## src/sv/tgsd_pkg.sv

```systemverilog
// shared types, constants and helpers for the tilt gesture shot detector
// no dependencies; used by every module of the block
`timescale 1ns / 1ps
`default_nettype none

package tgsd_pkg;

  // stored axes are the negated 13-bit readings, so one more bit
  typedef logic signed [13:0] axis_t;
  typedef logic [15:0]        cnt_t;
  typedef logic [1:0]         reg_idx_t;

  typedef enum logic {
    PH_IDLE  = 1'b0,
    PH_ARMED = 1'b1
  } phase_t;

  // window flags for the current sample
  typedef struct packed {
    logic level;
    logic tilt;
    logic rest;
  } win_t;

  // per-sample results of the phase controller
  typedef struct packed {
    logic armed;
    logic arm_ev;
    logic done_ev;
    logic shot;
    logic rest_ev;
  } evt_t;

  localparam reg_idx_t REG_SETTLE = 2'd0;
  localparam reg_idx_t REG_TILT   = 2'd1;
  localparam reg_idx_t REG_REST   = 2'd2;

  localparam cnt_t SETTLE_RST = 16'd1000;
  localparam cnt_t TILT_RST   = 16'd100;
  localparam cnt_t REST_RST   = 16'd3000;

  localparam axis_t LEVEL_Z_LO = 14'sd110;
  localparam axis_t LEVEL_Z_HI = 14'sd210;
  localparam axis_t LEVEL_X_LO = 14'sd200;
  localparam axis_t LEVEL_X_HI = 14'sd380;
  localparam axis_t LEVEL_Y_LO = 14'sd200;
  localparam axis_t LEVEL_Y_HI = 14'sd400;
  localparam axis_t TILT_Z_HI  = 14'sd120;
  localparam axis_t TILT_X_HI  = 14'sd200;
  localparam axis_t TILT_Y_LO  = 14'sd200;
  localparam axis_t TILT_Y_HI  = 14'sd500;
  localparam axis_t REST_X_LO  = 14'sd500;
  localparam axis_t AXIS_ZERO  = 14'sd0;

  localparam cnt_t CNT_MAX = 16'hFFFF;

  // saturating increment
  function automatic cnt_t bump(cnt_t c);
    return (c == CNT_MAX) ? c : c + 16'd1;
  endfunction

endpackage

`default_nettype wire

```

## src/sv/tgsd_axis_unit.sv

```systemverilog
// axis store and window comparators
// depends on tgsd_pkg
`timescale 1ns / 1ps
`default_nettype none

module tgsd_axis_unit (
  input  wire              clk,
  input  wire              rst_n,
  input  wire              adv,
  input  wire              read_ok,
  input  wire signed [12:0] raw_x,
  input  wire signed [12:0] raw_y,
  input  wire signed [12:0] raw_z,
  output tgsd_pkg::win_t   win
);

  tgsd_pkg::axis_t last_x_r, last_y_r, last_z_r;
  tgsd_pkg::axis_t neg_x, neg_y, neg_z;
  tgsd_pkg::axis_t cur_x, cur_y, cur_z;

  // negation of -4096 fits in 14 bits
  assign neg_x = -$signed({raw_x[12], raw_x});
  assign neg_y = -$signed({raw_y[12], raw_y});
  assign neg_z = -$signed({raw_z[12], raw_z});

  // a failed read falls back on the last good sample
  assign cur_x = read_ok ? neg_x : last_x_r;
  assign cur_y = read_ok ? neg_y : last_y_r;
  assign cur_z = read_ok ? neg_z : last_z_r;

  always_ff @(posedge clk) begin
    if (!rst_n) begin
      last_x_r <= tgsd_pkg::AXIS_ZERO;
      last_y_r <= tgsd_pkg::AXIS_ZERO;
      last_z_r <= tgsd_pkg::AXIS_ZERO;
    end else if (adv && read_ok) begin
      last_x_r <= neg_x;
      last_y_r <= neg_y;
      last_z_r <= neg_z;
    end
  end

  always_comb begin
    win.level = (cur_z > tgsd_pkg::LEVEL_Z_LO) && (cur_z < tgsd_pkg::LEVEL_Z_HI) &&
                (cur_x > tgsd_pkg::LEVEL_X_LO) && (cur_x < tgsd_pkg::LEVEL_X_HI) &&
                (cur_y > tgsd_pkg::LEVEL_Y_LO) && (cur_y < tgsd_pkg::LEVEL_Y_HI);
    win.tilt  = (cur_z < tgsd_pkg::TILT_Z_HI) && (cur_x < tgsd_pkg::TILT_X_HI) &&
                (cur_y > tgsd_pkg::TILT_Y_LO) && (cur_y < tgsd_pkg::TILT_Y_HI);
    win.rest  = (cur_z < tgsd_pkg::AXIS_ZERO) || (cur_x > tgsd_pkg::REST_X_LO);
  end

endmodule

`default_nettype wire

```

## src/sv/tgsd_phase_ctrl.sv

```systemverilog
// phase state machine with window and rest counters and the tap latch
// depends on tgsd_pkg
`timescale 1ns / 1ps
`default_nettype none

module tgsd_phase_ctrl (
  input  wire                 clk,
  input  wire                 rst_n,
  input  wire                 adv,
  input  wire tgsd_pkg::win_t win,
  input  wire                 read_ok,
  input  wire                 tap_seen,
  input  wire                 charging,
  input  wire tgsd_pkg::cnt_t settle_limit,
  input  wire tgsd_pkg::cnt_t tilt_limit,
  input  wire tgsd_pkg::cnt_t rest_limit,
  output tgsd_pkg::evt_t      evt
);

  tgsd_pkg::phase_t phase_r, phase_nxt;
  tgsd_pkg::cnt_t   wc_r, wc_nxt;
  tgsd_pkg::cnt_t   rc_r, rc_nxt;
  logic             tap_r, tap_nxt;
  logic             arm_go, done_go, rest_go, shot;

  // counters, tap latch and event decisions, in step order
  always_comb begin
    tgsd_pkg::cnt_t wc;
    tgsd_pkg::cnt_t rc;
    logic           tap_v;
    logic           armed_mid;
    wc        = wc_r;
    rc        = rc_r;
    tap_v     = tap_r | (read_ok & tap_seen & (phase_r == tgsd_pkg::PH_ARMED));
    arm_go    = 1'b0;
    done_go   = 1'b0;
    rest_go   = 1'b0;
    shot      = 1'b0;
    armed_mid = 1'b0;
    if (charging) begin
      wc    = '0;
      rc    = '0;
      tap_v = 1'b0;
    end else begin
      if (phase_r == tgsd_pkg::PH_IDLE) begin
        if (win.level) begin
          wc = tgsd_pkg::bump(wc);
          if (wc > settle_limit) begin
            wc     = '0;
            rc     = '0;
            arm_go = 1'b1;
          end
        end else begin
          wc = '0;
        end
      end
      // arming in this beat lets the tilt check run right away
      armed_mid = (phase_r == tgsd_pkg::PH_ARMED) | arm_go;
      if (armed_mid) begin
        if (win.tilt) begin
          wc = tgsd_pkg::bump(wc);
          if (wc > tilt_limit) begin
            wc      = '0;
            rc      = '0;
            done_go = 1'b1;
            shot    = tap_v;
            tap_v   = 1'b0;
          end
        end else begin
          wc = '0;
        end
      end
      // rest count holds when the condition goes away
      if (win.rest) begin
        rc = tgsd_pkg::bump(rc);
        if (rc > rest_limit) begin
          rc      = '0;
          tap_v   = 1'b0;
          rest_go = 1'b1;
        end
      end
    end
    wc_nxt  = wc;
    rc_nxt  = rc;
    tap_nxt = tap_v;
  end

  always_comb begin
    if (charging || rest_go || done_go) begin
      phase_nxt = tgsd_pkg::PH_IDLE;
    end else if (arm_go) begin
      phase_nxt = tgsd_pkg::PH_ARMED;
    end else begin
      phase_nxt = phase_r;
    end
  end

  always_comb begin
    evt.armed   = (phase_nxt == tgsd_pkg::PH_ARMED);
    evt.arm_ev  = arm_go;
    evt.done_ev = done_go;
    evt.shot    = shot;
    evt.rest_ev = rest_go;
  end

  always_ff @(posedge clk) begin
    if (!rst_n) begin
      phase_r <= tgsd_pkg::PH_IDLE;
      wc_r    <= '0;
      rc_r    <= '0;
      tap_r   <= 1'b0;
    end else if (adv) begin
      phase_r <= phase_nxt;
      wc_r    <= wc_nxt;
      rc_r    <= rc_nxt;
      tap_r   <= tap_nxt;
    end
  end

endmodule

`default_nettype wire

```

## src/sv/tilt_gesture_shot_detector_top.sv

```systemverilog
// top level of the tilt gesture shot detector: beat registers and limit registers
// depends on tgsd_pkg, tgsd_axis_unit and tgsd_phase_ctrl
//
// usage:
//   in_*  : one accelerometer sample per beat (axes, read status, tap, charging)
//   out_* : one result beat per sample, in order (phase and event flags)
//   cfg_* : write-only limit registers, for the user to write only while the block is idle
//           (not enforced); index 0 settle limit, 1 tilt limit, 2 rest limit, others ignored
// path: a sample accepted at an edge is in the input register; its result
//   is registered at the next edge where the output register is free, so the
//   result is offered from the output register until out_tready takes it
// throughput: one sample per cycle while out_tready is high; the whole update of phase, counters and
//   tap latch is one combinational pass between the input and output registers
// stall: while out_tready is low the result holds and one more sample can wait
//   in the input register; after that in_tready drops until the output moves
// reset: rst_n low clears both beat valid flags, phase idle, counters, tap latch,
//   stored axes to zero, and reloads limits to 1000 / 100 / 3000
`timescale 1ns / 1ps
`default_nettype none

module tilt_gesture_shot_detector_top (
  input  wire        clk,
  input  wire        rst_n,
  input  wire        in_tvalid,
  output logic       in_tready,
  // raw_x[12:0], raw_y[25:13], raw_z[38:26], read_ok[39], tap_seen[40],
  // charging[41], zero fill[47:42]
  input  wire [47:0] in_tdata,
  output logic       out_tvalid,
  input  wire        out_tready,
  // data_valid[0], armed[1], armed_event[2], complete_event[3], shot_pulse[4],
  // rest_event[5], zero fill[7:6]
  output logic [7:0] out_tdata,
  input  wire        cfg_we,
  input  wire [1:0]  cfg_idx,
  input  wire [15:0] cfg_data
);

  logic [41:0]     in_data_r;
  logic            in_v_r;
  logic            out_v_r;
  logic [5:0]      out_data_r;
  logic            adv;
  tgsd_pkg::cnt_t  settle_r, tilt_r, rest_r;
  tgsd_pkg::win_t  win;
  tgsd_pkg::evt_t  evt;

  // process the held beat when the output register is free or draining
  assign adv       = in_v_r && (!out_v_r || out_tready);
  assign in_tready = !in_v_r || adv;

  always_ff @(posedge clk) begin
    if (!rst_n) begin
      in_v_r <= 1'b0;
    end else if (in_tready) begin
      in_v_r <= in_tvalid;
    end
  end

  always_ff @(posedge clk) begin
    if (in_tready && in_tvalid) begin
      in_data_r <= in_tdata[41:0];
    end
  end

  always_ff @(posedge clk) begin
    if (!rst_n) begin
      out_v_r <= 1'b0;
    end else if (adv) begin
      out_v_r <= 1'b1;
    end else if (out_tready) begin
      out_v_r <= 1'b0;
    end
  end

  always_ff @(posedge clk) begin
    if (adv) begin
      out_data_r <= {evt.rest_ev, evt.shot, evt.done_ev, evt.arm_ev, evt.armed,
                     in_data_r[39]};
    end
  end

  always_ff @(posedge clk) begin
    if (!rst_n) begin
      settle_r <= tgsd_pkg::SETTLE_RST;
      tilt_r   <= tgsd_pkg::TILT_RST;
      rest_r   <= tgsd_pkg::REST_RST;
    end else if (cfg_we) begin
      unique case (cfg_idx)
        tgsd_pkg::REG_SETTLE: settle_r <= cfg_data;
        tgsd_pkg::REG_TILT:   tilt_r   <= cfg_data;
        tgsd_pkg::REG_REST:   rest_r   <= cfg_data;
        default: ;
      endcase
    end
  end

  tgsd_axis_unit u_axis (
    .clk     (clk),
    .rst_n   (rst_n),
    .adv     (adv),
    .read_ok (in_data_r[39]),
    .raw_x   (in_data_r[12:0]),
    .raw_y   (in_data_r[25:13]),
    .raw_z   (in_data_r[38:26]),
    .win     (win)
  );

  tgsd_phase_ctrl u_phase (
    .clk          (clk),
    .rst_n        (rst_n),
    .adv          (adv),
    .win          (win),
    .read_ok      (in_data_r[39]),
    .tap_seen     (in_data_r[40]),
    .charging     (in_data_r[41]),
    .settle_limit (settle_r),
    .tilt_limit   (tilt_r),
    .rest_limit   (rest_r),
    .evt          (evt)
  );

  assign out_tvalid = out_v_r;
  assign out_tdata  = {2'b00, out_data_r};

endmodule

`default_nettype wire
```

## config.mk

```make
export PLATFORM = sky130hd
export DESIGN_NAME = tilt_gesture_shot_detector_top
export DESIGN_NICKNAME = d
export VERILOG_FILES = /design/src/sv/tgsd_pkg.sv /design/src/sv/tgsd_axis_unit.sv /design/src/sv/tgsd_phase_ctrl.sv /design/src/sv/tilt_gesture_shot_detector_top.sv
export SDC_FILE = /design/constraint.sdc
export NUM_CORES = 1
export LEC_CHECK = 0
export BUFFER_PORTS_ARGS = -buffer_cell sky130_fd_sc_hd__buf_2
export CAP_MARGIN = 20
export CORE_MARGIN = 5
export CORE_UTILIZATION = 40
export DETAILED_ROUTE_END_ITERATION = 8
export PLACE_DENSITY_LB_ADDON = 0.08
export SLEW_MARGIN = 0
export SYNTH_ARGS = -nofsm -noshare
export SYNTH_HDL_FRONTEND = slang
export SYNTH_SLANG_ARGS = --single-unit
```

## constraint.sdc

```tcl
create_clock -name clk -period 14.6 [get_ports clk]
set_input_delay 1.46 -clock clk [delete_from_list [all_inputs] [get_ports clk]]
set_output_delay 1.46 -clock clk [all_outputs]
set_load 0.02 [all_outputs]
```

==> impl_metrics.py <==
metrics = {
    "synthesis": {
        "synth-async-reset-ratio_pct": 0,
        "synth-edff-count": 48,
        "seq_area_frac_synth_pct": 34.5,
        "synth_cells": 1435,
        "synth_ff_type": "dfxtp_1",
        "synth_area_um2": 11500,
        "post_synth.cell_area_avg_um2": 8.00,
        "ys_seq_elements": 174,
        "synth_cell_types": 93,
        "synthesis.yosys.warnings": 0,
    },
    "critical_path": {
        "critical_path_class": "register to register",
        "path_common_cell": "ha_1",
        "r2r.worst_path.cells": 51,
        "cp_slowest_stage_delay_ps": 900,
        "maximum_fanout_along_the_worst_path": 15,
        "worst_setup_path_start_kind": "register",
        "critPathArrivalTime_ps": 13480,
        "critical-path-slowest-cell": "or4_1",
        "data_required_time_of_the_critical_path_ps": 14980,
        "crit_path_end_kind": "register",
    },
    "sta": {
        "period_share_pct": 89.7,
        "final_period_minus_worst_setup_slack_ps": 13090,
        "maxSlewHeadroom_pct": 34.5,
        "timing_worst_slew_pin_value_ps": 982,
        "fin_skew_ps": 13.0,
        "totalNegativeSetupSlack_ps": 0,
        "maxClockFrequency_ghz": 0.0764,
        "grt_setup_unrepaired": "no",
        "timing_hold_violations_final": 0,
        "timing_max_transition_violations_final": 0,
        "setup_viol": 0,
        "layout_setup_ws_ps": 1510,
    },
    "power": {
        "switching_share_pct": 28.0,
        "share_seq_of_total_power_pct": 47.8,
        "max-vdd-ir-drop_uv": 70.1,
        "switching_pwr_mw": 0.313,
        "power.density_cell_area_nw_per_um2": 88.2,
        "cellInternalPower_mw": 0.803,
        "power_leakage_nw": 4.94,
        "power_frac_comb_pct": 11.7,
        "share_of_power_burned_in_the_clock_network_pct": 40.5,
    },
    "floorplan": {
        "die_span_x_um": 179,
        "std_cell_rows": 62,
        "die_height_um": 179,
        "design.core.area_um2": 28500,
        "floorplan.die_area_um2": 32200,
        "boundaryPins": 81,
        "starting_density_of_the_core_pct": 40.2,
    },
    "cts": {
        "clockBufferDepth": 2,
        "hold_buffers": 0,
        "cts_num_sinks": 174,
        "cts_post_setup_buffers_inserted": 0,
        "clk_latency_ps": 440,
        "numCtsBuffers": 17,
        "ctsHtreeMaxLevel": 4,
        "cts_root_buffer": "clkbuf_16",
        "cts_tree": "built",
        "path_clk_slew_ps": 70,
        "cts_resized": 0,
    },
    "placed_design": {
        "dp_hpwl_um": 23300,
        "place.port_buffers": 72,
        "detailedPlace.worstSlack_ps": 1710,
        "dp.cells": 1824,
        "finalWeightedCongestion": 0.895,
    },
    "global_route": {
        "largest_net_degree_at_the_start_of_global_routing": 59,
        "grt_overflow_total": 0,
        "grtUsageTotal_pct": 20.2,
        "wire_length_of_the_first_global_routing_pass_um": 51900,
        "number_of_antenna_violations_at_the_first_check_in_global_routing": 0,
        "grt_pass1_vias": 9624,
    },
    "cells_and_area": {
        "nets": 1584,
        "antenna_cells": 0,
        "areaGrowthSynthToFinish_pct": 10.3,
        "most_frequent_standard_cell_in_the_layout_excluding_fill_and_tap_cells": "nand2_1",
        "drive_above_1_share_pct": 11.6,
        "final_cells": 1856,
        "number_of_fillers_in_the_final_layout": 2990,
        "mostFrequentLayoutCells": "211 x nand2_1, 133 x a21oi_1, 126 x dfxtp_1, 117 x nor2_1, 78 x inv_1",
    },
    "worst_hold_path": {
        "hold_path_cell_cnt": 2,
        "hp-class": "register to register",
    },
    "routing": {
        "drcViolationCount": 0,
        "avgViaCountPerCell": 5.57,
        "ant_nets": 0,
        "drt_first_iter_violations": 727,
        "num_vias": 10300,
        "detail_route.wl_per_cell_um": 17.2,
        "drt_pre_antenna_iters": 5,
        "finalWirelength_um": 32000,
    },
    "job": {
        "cap_violations": 0,
    },
    "status": {
        "run_status": "finished clean",
    },
}
-- logic make-up after synthesis --
kind of cell	count (synthesis)	share of synthesized area [%]
AO/OA/AOI/OAI	352	20.5
XOR/XNOR	55	4.20
adder cells (fa/ha/maj)	54	5.89
buffers and inverters	163	5.66
flip-flops	174	34.5
multiplexers	26	2.36
other	1	0.0327
AND/OR/NAND/NOR	610	26.8
-- layer usage --
| layer | GRT usage (%) | vias to the layer above | wire length [µm] |
|---|---|---|---|
| met1 | 28.5 | 4857 | 15800 |
| met5 | 0 | - | 0 |
| met3 | 3.13 | 30 | 1220 |
| met4 | 5.30 | 0 | 374 |
| met2 | 32.4 | 240 | 14600 |
| li1 | - | 5213 | - |
-- worst paths after layout --
check                                        from                               to  slack [ps]
setup / recovery     u_phase.wc_r[0]$_SDFFE_PN0P_     u_phase.rc_r[3]$_SDFFE_PN0P_        1510
hold / removal    u_axis.last_y_r[3]$_SDFFE_PN0P_  u_axis.last_y_r[3]$_SDFFE_PN0P_         450
setup reg to reg     u_phase.wc_r[0]$_SDFFE_PN0P_     u_phase.rc_r[3]$_SDFFE_PN0P_        1510
hold reg to reg   u_axis.last_y_r[3]$_SDFFE_PN0P_  u_axis.last_y_r[3]$_SDFFE_PN0P_         450
-- registers in the layout, indices dropped and copies added (netlist names) --
register,cells
u_axis.last_y_r,14
out_data_r,6
out_tvalid,1
in_v_r,1
u_phase.rc_r,16
u_axis.last_x_r,14
tilt_r,16
u_phase.tap_r,1
in_data_r,42
u_phase.wc_r,16
settle_r,16
u_axis.last_z_r,14
u_phase.phase_r,1
rest_r,16
-- cell usage after synthesis (all sizes together) (20+ instances only) --
| cell type | n | area share [%] |
|---|---|---|
| o21ai | 41 | 1.8 |
| ha | 54 | 5.9 |
| nand2 | 212 | 7.0 |
| dfxtp | 126 | 22 |
| nor2 | 118 | 3.9 |
| edfxtp | 48 | 13 |
| buf | 20 | 0.98 |
| clkbuf | 64 | 2.1 |
| xnor2 | 36 | 2.7 |
| a21oi | 134 | 5.9 |
| nor3 | 41 | 1.8 |
| nand3 | 57 | 2.5 |
| inv | 78 | 2.6 |
| nand4 | 21 | 1.1 |
| o211ai | 21 | 1.4 |
-- per-stage QoR --
stage / util [%] / power, mW / cell area (µm²) / hold slack (ps)
global placement: 42.4 / 0.673 / 12100 / 438
CTS: 44.4 / 1.13 / 12700 / 451
finish: 44.4 / 1.12 / 12700 / 449
detailed placement: 42.4 / 0.675 / 12100 / 442
global route: 44.4 / 1.17 / 12700 / 467
floorplan: - / 0.631 / 11500 / 427
-- area by class of cell --
cell class / instances / area, µm² / area share [%]
Clock buffer: 19 / 433 / 3.42
Clock inverter: 13 / 134 / 1.06
Inverter: 79 / 297 / 2.34
Multi-Input combinational cell: 1099 / 6870 / 54.3
Sequential cell: 174 / 3960 / 31.3
Tap cell: 384 / 480 / 3.79
Timing Repair Buffer: 88 / 480 / 3.79
-- worst max-delay path: cells and delay by family, from the launching register on --
family / cells / cell delay, ps
buf+inv: 3 / 660
xor+xnor: 2 / 430
fa+ha+maj: 6 / 1700
mux: 1 / 370
compound gates: 22 / 4180
flops: 1 / 470
simple gates: 17 / 5180
-- power groups by stage --
stage | combinational, mW | sequential [mW] | clock (mW)
floorplan | 0.0942 | 0.537 | 0
global placement | 0.130 | 0.544 | 0
detailed placement | 0.131 | 0.544 | 0
CTS | 0.131 | 0.533 | 0.466
global route | 0.146 | 0.536 | 0.490
finish | 0.130 | 0.533 | 0.453
(Power assumes the default switching activity.)
